[src/hdl/vcr_pkg.sv]
// Package for the vertex compaction and remap block.
// Holds sizes, operation and status codes, state type and the structs that
// run between the controller and the top level. Depends on nothing.
package vcr_pkg;

    localparam int unsigned VERTEX_DEPTH = 1024;
    localparam int unsigned VERTEX_BITS  = 32;
    localparam int unsigned IDX_W        = $clog2(VERTEX_DEPTH);
    localparam int unsigned CNT_W        = IDX_W + 1;

    // Operation codes carried in the mode field
    typedef enum logic [2:0] {
        MODE_ADD     = 3'd0,
        MODE_MARK    = 3'd1,
        MODE_COMPACT = 3'd2,
        MODE_REMAP   = 3'd3,
        MODE_READ    = 3'd4,
        MODE_CLEAR   = 3'd5
    } t_mode;

    // Status codes returned with every result word
    typedef enum logic [1:0] {
        ST_OK       = 2'd0,
        ST_FULL     = 2'd1,
        ST_RANGE    = 2'd2,
        ST_NO_TABLE = 2'd3
    } t_status;

    // Controller states
    typedef enum logic [1:0] {
        S_IDLE,
        S_WAIT,
        S_SWEEP
    } t_state;

    // One result word
    typedef struct packed {
        t_status                 status;
        logic [IDX_W-1:0]        result_index;
        logic                    result_valid;
        logic [VERTEX_BITS-1:0]  vertex_out;
        logic [CNT_W-1:0]        removed_count;
        logic [CNT_W-1:0]        vertex_count;
    } t_result;

    // Memory port controls driven by the controller
    typedef struct packed {
        logic                    vtx_we;
        logic [IDX_W-1:0]        vtx_waddr;
        logic [VERTEX_BITS-1:0]  vtx_wdata;
        logic [IDX_W-1:0]        vtx_raddr;
        logic                    mark_we;
        logic [IDX_W-1:0]        mark_waddr;
        logic                    mark_wdata;
        logic [IDX_W-1:0]        mark_raddr;
        logic                    remap_we;
        logic [IDX_W-1:0]        remap_waddr;
        logic [CNT_W-1:0]        remap_wdata;
        logic [IDX_W-1:0]        remap_raddr;
    } t_mem_req;

endpackage

[src/hdl/vcr_ctrl.sv]
// Controller of the vertex compaction and remap block: decodes each word,
// drives the three RAMs and runs the compaction sweep. Depends on vcr_pkg.
module vcr_ctrl import vcr_pkg::*; (
    input  logic                    i_clk,
    input  logic                    i_rst_n,
    input  logic                    i_accept,
    input  logic [2:0]              i_mode,
    input  logic [VERTEX_BITS-1:0]  i_vertex_data,
    input  logic [IDX_W-1:0]        i_vertex_index,
    input  logic [VERTEX_BITS-1:0]  i_vtx_rdata,
    input  logic                    i_mark_rdata,
    input  logic [CNT_W-1:0]        i_remap_rdata,
    output t_mem_req                o_req,
    output t_result                 o_res,
    output logic                    o_res_load,
    output logic                    o_idle
);

    t_state            r_state,        n_state;
    logic [CNT_W-1:0]  r_count,        n_count;
    logic [CNT_W-1:0]  r_count_before, n_count_before;
    logic              r_remap_ready,  n_remap_ready;
    logic [CNT_W-1:0]  r_rd_ptr,       n_rd_ptr;
    logic              r_rd_vld,       n_rd_vld;
    logic [IDX_W-1:0]  r_rd_addr,      n_rd_addr;
    logic [CNT_W-1:0]  r_next,         n_next;
    t_mode             r_hold_mode,    n_hold_mode;
    logic [CNT_W-1:0]  removed;

    // State and control registers
    always_ff @(posedge i_clk) begin
        if (!i_rst_n) begin
            r_state        <= S_IDLE;
            r_count        <= '0;
            r_count_before <= '0;
            r_remap_ready  <= 1'b0;
            r_rd_ptr       <= '0;
            r_rd_vld       <= 1'b0;
            r_next         <= '0;
            r_hold_mode    <= MODE_READ;
        end else begin
            r_state        <= n_state;
            r_count        <= n_count;
            r_count_before <= n_count_before;
            r_remap_ready  <= n_remap_ready;
            r_rd_ptr       <= n_rd_ptr;
            r_rd_vld       <= n_rd_vld;
            r_next         <= n_next;
            r_hold_mode    <= n_hold_mode;
        end
    end

    // Sweep address follows the issued read
    always_ff @(posedge i_clk) begin
        r_rd_addr <= n_rd_addr;
    end

    assign removed = r_count - r_next;
    assign o_idle  = (r_state == S_IDLE);

    // Next state, memory controls and result word
    always_comb begin
        n_state        = r_state;
        n_count        = r_count;
        n_count_before = r_count_before;
        n_remap_ready  = r_remap_ready;
        n_rd_ptr       = r_rd_ptr;
        n_rd_vld       = r_rd_vld;
        n_rd_addr      = r_rd_addr;
        n_next         = r_next;
        n_hold_mode    = r_hold_mode;

        o_req             = '0;
        o_req.vtx_raddr   = (r_state == S_SWEEP) ? r_rd_ptr[IDX_W-1:0] : i_vertex_index;
        o_req.mark_raddr  = r_rd_ptr[IDX_W-1:0];
        o_req.remap_raddr = i_vertex_index;

        o_res              = '0;
        o_res.status       = ST_OK;
        o_res.vertex_count = r_count;
        o_res_load         = 1'b0;

        unique case (r_state)
            S_IDLE: begin
                if (i_accept) begin
                    case (t_mode'(i_mode))
                        MODE_ADD: begin
                            o_res_load = 1'b1;
                            if (r_count >= CNT_W'(VERTEX_DEPTH)) begin
                                o_res.status = ST_FULL;
                            end else begin
                                // Append and clear any stale mark on the new entry
                                o_req.vtx_we       = 1'b1;
                                o_req.vtx_waddr    = r_count[IDX_W-1:0];
                                o_req.vtx_wdata    = i_vertex_data;
                                o_req.mark_we      = 1'b1;
                                o_req.mark_waddr   = r_count[IDX_W-1:0];
                                o_req.mark_wdata   = 1'b0;
                                o_res.result_index = r_count[IDX_W-1:0];
                                n_count            = r_count + CNT_W'(1);
                                o_res.vertex_count = n_count;
                            end
                        end
                        MODE_MARK: begin
                            o_res_load = 1'b1;
                            if (CNT_W'(i_vertex_index) >= r_count) begin
                                o_res.status = ST_RANGE;
                            end else begin
                                o_req.mark_we    = 1'b1;
                                o_req.mark_waddr = i_vertex_index;
                                o_req.mark_wdata = 1'b1;
                            end
                        end
                        MODE_COMPACT: begin
                            n_state  = S_SWEEP;
                            n_rd_ptr = '0;
                            n_rd_vld = 1'b0;
                            n_next   = '0;
                        end
                        MODE_REMAP: begin
                            if (!r_remap_ready) begin
                                o_res_load   = 1'b1;
                                o_res.status = ST_NO_TABLE;
                            end else if (CNT_W'(i_vertex_index) >= r_count_before) begin
                                o_res_load   = 1'b1;
                                o_res.status = ST_RANGE;
                            end else begin
                                n_state     = S_WAIT;
                                n_hold_mode = MODE_REMAP;
                            end
                        end
                        MODE_READ: begin
                            if (CNT_W'(i_vertex_index) >= r_count) begin
                                o_res_load   = 1'b1;
                                o_res.status = ST_RANGE;
                            end else begin
                                n_state     = S_WAIT;
                                n_hold_mode = MODE_READ;
                            end
                        end
                        MODE_CLEAR: begin
                            o_res_load         = 1'b1;
                            n_count            = '0;
                            o_res.vertex_count = '0;
                        end
                        default: begin
                            o_res_load = 1'b1;
                        end
                    endcase
                end
            end

            S_WAIT: begin
                // RAM data is back: build the result
                o_res_load = 1'b1;
                n_state    = S_IDLE;
                if (r_hold_mode == MODE_READ) begin
                    o_res.vertex_out = i_vtx_rdata;
                end else if (!i_remap_rdata[IDX_W]) begin
                    o_res.result_valid = 1'b1;
                    o_res.result_index = i_remap_rdata[IDX_W-1:0];
                end
            end

            S_SWEEP: begin
                // Issue the next read while entries remain
                if (r_rd_ptr < r_count) begin
                    n_rd_ptr  = r_rd_ptr + CNT_W'(1);
                    n_rd_vld  = 1'b1;
                    n_rd_addr = r_rd_ptr[IDX_W-1:0];
                end else begin
                    n_rd_vld = 1'b0;
                end

                if (r_rd_vld) begin
                    // Write the table entry, drop the mark, move kept vertices down
                    o_req.remap_we    = 1'b1;
                    o_req.remap_waddr = r_rd_addr;
                    o_req.mark_we     = 1'b1;
                    o_req.mark_waddr  = r_rd_addr;
                    o_req.mark_wdata  = 1'b0;
                    if (i_mark_rdata) begin
                        o_req.remap_wdata = r_next;
                        o_req.vtx_we      = 1'b1;
                        o_req.vtx_waddr   = r_next[IDX_W-1:0];
                        o_req.vtx_wdata   = i_vtx_rdata;
                        n_next            = r_next + CNT_W'(1);
                    end else begin
                        o_req.remap_wdata = CNT_W'(VERTEX_DEPTH);
                    end
                end else if (r_rd_ptr >= r_count) begin
                    // Pass complete: report and commit the new size
                    o_res_load          = 1'b1;
                    o_res.removed_count = removed;
                    o_res.vertex_count  = r_next;
                    n_count             = r_next;
                    n_count_before      = r_count;
                    n_remap_ready       = (removed != '0);
                    n_state             = S_IDLE;
                end
            end

            default: begin
                n_state = S_IDLE;
            end
        endcase
    end

    // The write pointer of the sweep never overtakes the read pointer
    a_next_behind_ptr: assert property (@(posedge i_clk) disable iff (!i_rst_n)
        (r_state == S_SWEEP) |-> (r_next <= r_rd_ptr))
        else $error("compaction write pointer ahead of read pointer");

    // Moved vertices land at or below the entry just read
    a_move_down: assert property (@(posedge i_clk) disable iff (!i_rst_n)
        (r_state == S_SWEEP && o_req.vtx_we) |-> (o_req.vtx_waddr <= r_rd_addr))
        else $error("compaction moves a vertex upward");

    // Store size stays within the RAM
    a_count_bound: assert property (@(posedge i_clk) disable iff (!i_rst_n)
        r_count <= CNT_W'(VERTEX_DEPTH))
        else $error("vertex count beyond store depth");

    // A result is produced only when the item is finished
    a_load_ends_item: assert property (@(posedge i_clk) disable iff (!i_rst_n)
        o_res_load |=> (r_state == S_IDLE))
        else $error("result loaded while item still busy");

    // A finished compaction leaves no more vertices than it started with
    a_compact_shrinks: assert property (@(posedge i_clk) disable iff (!i_rst_n)
        (r_state == S_SWEEP && o_res_load) |=> (r_count <= r_count_before))
        else $error("compaction grew the store");

endmodule

[config.mk]
export PLATFORM = sky130hd
export DESIGN_NAME = vcr_ctrl
export DESIGN_NICKNAME = d
export VERILOG_FILES = /design/src/hdl/vcr_pkg.sv /design/src/hdl/vcr_ctrl.sv
export SDC_FILE = /design/constraint.sdc
export NUM_CORES = 1
export LEC_CHECK = 0
export BUFFER_PORTS_ARGS = -buffer_cell sky130_fd_sc_hd__buf_2
export CELL_PAD_IN_SITES_DETAIL_PLACEMENT = 2
export CELL_PAD_IN_SITES_GLOBAL_PLACEMENT = 2
export CORE_ASPECT_RATIO = 1.25
export CORE_MARGIN = 5
export CORE_UTILIZATION = 25
export DETAILED_ROUTE_END_ITERATION = 7
export GPL_TIMING_DRIVEN = 0
export PLACE_DENSITY = 0.79
export SETUP_SLACK_MARGIN = 0.05
export SYNTH_ARGS = -nofsm -noshare
export SYNTH_HDL_FRONTEND = slang
export SYNTH_SLANG_ARGS = --single-unit
export TNS_END_PERCENT = 100
[constraint.sdc]
create_clock -name i_clk -period 3.1 [get_ports i_clk]
set_clock_uncertainty 0.05 [all_clocks]
set_input_delay 0.31 -clock i_clk [delete_from_list [all_inputs] [get_ports i_clk]]
set_output_delay 0.31 -clock i_clk [all_outputs]
set_load 0.05 [all_outputs]
# Word-level counts from Yosys, hierarchy flattened
# Index checks and enable logic that the tools add are counted.
# op_classes
n_addsub	4
n_lt_le_gt_ge	5
eq_ne	22
mux	71
bitwise	1
reduce_logical	14
# ops
cell	count
2-to-1 mux 43 bit	5
2-to-1 mux 11 bit	13
one-hot mux 11 bit (2 select lines)	5
2-to-1 mux 22 bit	4
one-hot mux 43 bit (2 select lines)	1
2-to-1 mux 12 bit	5
one-hot mux 12 bit (2 select lines)	2
adder 11 x 1 -> 11 bit (second input constant)	3
2-to-1 mux 33 bit	1
2-to-1 mux 32 bit	1
2-to-1 mux 10 bit	3
>= comparator 10 x 11 -> 1 bit	2
2-to-1 mux 2 bit	10
one-hot mux 10 bit (2 select lines)	1
inequality test 2 bit (second input constant)	7
one-hot mux 2 bit (3 select lines)	2
>= comparator 11 bit	1
>= comparator 11 bit (second input constant)	1
< comparator 11 bit	1
nonzero test 11 bit	1
subtractor 11 bit	1
2-to-1 mux 1 bit	10
equality test 3 bit (second input constant)	3
2-to-1 mux 3 bit	3
other kinds (22)	31
# word_totals
ff_bits	61
in_bits	92
output_inout_bits	176
wordCells	126

# Longest topological paths before layout
# depth
depth_word	6
mapped_depth	11
mapped_depth_nobuf	11

# Worst setup path after synthesis
# OpenSTA, ideal clock, no wires.
# synth_timing
path_type	register to output
from	register r_count[3]
to	output port o_res_load
t_arrival_ns	3.385
required_time_ns	2.740
setup_slack_ns	-0.645
stages_incl_launch_ff	9
path_buffers	1
cell_sequence	dfxtp_1 -> clkbuf_1 -> inv_1 -> ha_1 -> nand4_1 -> o21ai_1 -> a21oi_1 -> a31o_2 -> o311ai_0
# synth_between
elab_chain_len	5
elab_cells_between_ends	8
cone_classes	2 x order compare; 6 x mux
# synth_lines
item	line	source
start, declared	vcr_ctrl.sv:20	logic [CNT_W-1:0] r_count, n_count;
start signal, assigned	vcr_ctrl.sv:43	r_count <= n_count;
>= comparator 10 x 11 -> 1 bit	vcr_ctrl.sv:133	if (CNT_W'(i_vertex_index) >= r_count) begin
2-to-1 mux 1 bit	vcr_ctrl.sv:133	
one-hot mux 1 bit (3 select lines)	vcr_ctrl.sv:86	case (t_mode'(i_mode))
2-to-1 mux 1 bit	vcr_ctrl.sv:85	if (i_accept) begin
one-hot mux 1 bit (3 select lines) (*)	vcr_ctrl.sv:83	unique case (r_state)
end, declared	vcr_ctrl.sv:15	output logic o_res_load,
# Mark *: on every way between the ends. The rest lies on a longest branch, timed or not.

==> metrics <==
outcome=finished, violations left; failing checks=setup timing; max cap viols=0; HPWL Detailed=23.76 mm; CTS tree=done; DR vias/cell=5.394; initial antenna violation count=0; cell area after placement=7193 µm²; hold crit path type=primary input to register; period utilization=109.5%; Reg area=1335 µm²; clock sinks=60; IO Pins=268; crit path max fanout=8; Crit. End Element=primary output; die area=24980 µm²; Synth cell types=74; grt total ovfl=0; vias in the first global route=7612; crit path kind=register to primary output; pre-CTS WS=-0.8970 ns; FFs w/ async S/R, synth=0%; endpoints failing hold=0; Clock Path Buffers=2; row cnt=60; PortBufs=265; synthesized instance count=720; drt pass-1 iters=8; die width=142.4 µm; Initial Utilization=25.42%; WL per Instance=26.79 µm; TNS Setup=-3.816 ns; fraction of layout cells with a size suffix above 1=48.16%; Max Transition Viols Final=0; fmax=294.6 MHz; Synth Flop Type=dfxtp_1; final std cell area, no fill=9069 µm²; Max VDD drop=261.7 µV; area of the multi-input gates=4284 µm²; endpoints failing setup=30; slew margin rel.=29.23%; Total GRT Usage=25.34%; crit path time final=3.394 ns; EDFF count, synth=10; gp weighted congestion=0.8572; RSZ-0062 raised after global routing=true; syn avg cell area=7.606 µm²; Cell Area, Synth=5477 µm²; TritonCTS Buffers=9; Routed WL=35.79 mm; syn_nets=859; DRC=0; die height=175.5 µm; Final ANT Viol Nets=0; CTS clk-pin slew, worst paths=0.06 ns; CP required=2.74 ns; post-synthesis sequential area ratio=23.76%; Util after Layout=42.09%; pin count of the biggest net entering global routing=12; Startpoint Class=register; Area Growth Syn to Fin=65.59%; H-tree depth=3; nets@finish=1191; standby leakage power=4.307 nW; synthesized flop and latch total=60; Setup WS post-layout=-0.2944 ns; pwr dens=263.1 nW/µm²; Synth Warn #=0; root buffer cell=clkbuf_16; worst-skew pair later-pin latency=0.35 ns; Filler cells=2442; core area=21550 µm²; worst slew pin tran=1.058 ns; starting DRC count in detailed routing=389; n_diodes=0; vias post-DR=7206; arrival time worst endpoint=3.03 ns; first-pass GRT wire length=48.13 mm
[path summary, 6_finish.rpt]
kind,start,cells past startpoint,slack [ns],end
max,r_count[8]$_SDFFE_PN0P_,12,-0.29,o_res[5]
min,i_rst_n,3,0.34,r_next[6]$_SDFFE_PN0P_
max reg2reg,r_count[1]$_SDFFE_PN0P_,9,0.09,r_rd_addr[6]$_DFFE_PP_
min reg2reg,r_count_before[3]$_SDFFE_PN0P_,2,0.40,r_count_before[3]$_SDFFE_PN0P_
[cell families (layout without fill, tap and decap cells)]
family	count (synthesis)	in the layout	synth area share (%)
AOI/OAI and AO/OA	200	200	25.77
xor gates and xnor gates	19	19	3.039
adders and majority gates	47	47	10.88
buffers and inverters	111	447	9.527
DFF	60	60	23.76
muxes	3	3	0.5940
and+or+nand+nor	280	281	26.43
[synthesized netlist by cell type (all sizes together), types with 3 or more instances]
cell type | n | share of area, %
clkbuf | 24 | 1.6
and3 | 6 | 0.69
nor4 | 3 | 0.73
a222oi | 3 | 0.55
or3 | 5 | 0.57
nand2 | 85 | 5.9
ha | 46 | 11
nand3 | 22 | 2.1
dfxtp | 50 | 18
a21o | 20 | 2.7
and4 | 6 | 0.96
xor2 | 4 | 0.64
o221ai | 4 | 0.64
or2 | 4 | 0.46
nor2b | 8 | 0.91
a221o | 9 | 1.6
a21oi | 46 | 4.3
o21ai | 39 | 3.6
o31a | 3 | 0.48
and2 | 50 | 5.7
a31oi | 4 | 0.46
inv | 47 | 3.2
o211ai | 3 | 0.41
o31ai | 3 | 0.41
nor3 | 12 | 1.2
nand4 | 9 | 1.1
xnor2 | 15 | 2.4
nor2 | 56 | 4.0
a22o | 42 | 6.7
edfxtp | 10 | 5.5
nand2b | 7 | 0.80
buf | 40 | 4.7
[sequential cells by signal, indices dropped and copies added (netlist names)]
name,flops
r_count,11
r_count_before,11
r_hold_mode,2
r_next,11
r_rd_addr,10
r_rd_ptr,11
r_rd_vld,1
r_remap_ready,1
r_state,2
[critical path, cell delays in order, from the launching register on]
cell and delay (ns):
dfxtp_2 0.36, buf_8 0.12, inv_2 0.05, ha_4 0.27, nand2_2 0.09, nor4_4 0.38
buf_4 0.20, o21ai_4 0.10, a311oi_4 0.39, buf_6 0.20, a2bb2oi_2 0.07, o22ai_2 0.22
buf_6 0.21
[through the flow]
| stage | power, mW | hold WS (ns) | std cells |
|---|---|---|---|
| floorplan | 1.049 | 0.3863 | 720 |
| CTS | 2.324 | 0.3031 | 1308 |
| detailed placement | 1.215 | 0.4005 | 1264 |
| global placement | 1.206 | 0.3946 | 1264 |
| finish | 2.386 | 0.3432 | 1336 |
| global route | 2.452 | 0.3692 | 1336 |
[timing repair]
action | 4_1_cts | 5_1_grt
pin swaps | 27 | 37
hold buffers | 0 | 0
endpoints found under the setup margin | 133 | 85
resized for setup | 181 | 107
cloned | 3 | 0
setup buffers | 26 | 30
[metal layers]
metal	part of all wire, %	GRT usage (%)	up-vias	wire length, µm
li1	-	-	3220	-
met1	39	31.65	3619	14080
met2	51	44.74	277	18410
met3	4.5	3.159	90	1625
met4	4.7	8.518	0	1679
met5	0	0	-	0
[layout make-up]
| class | count | share of cell area, % |
|---|---|---|
| flip-flops and latches | 60 | 14.72 |
| multi-input cells | 550 | 47.24 |
| repair buffers | 321 | 23.08 |
| clock inverters | 5 | 0.8416 |
| clock buffers | 11 | 2.566 |
| inverters | 47 | 2.290 |
| well taps | 279 | 3.849 |
| plain buffers | 63 | 5.408 |
[report_power, final]
part | total, mW | switching [mW] | internal, mW
clock network | 1.12 | 0.417 | 0.701
registers | 0.791 | 0.00352 | 0.787
logic | 0.478 | 0.315 | 0.164
[layout by cell type, fill, tap and decap left out, drive strengths merged, types with 12 or more instances in the layout]
master	n
xnor2	15
a21o	20
dfxtp	50
nand2	86
a22o	42
clkbuf	34
nand3	22
nor3	12
nor2	56
a21oi	46
ha	46
o21ai	39
inv	44
buf	361
and2	50
No activity file was read; power rests on OpenSTA's default activity.
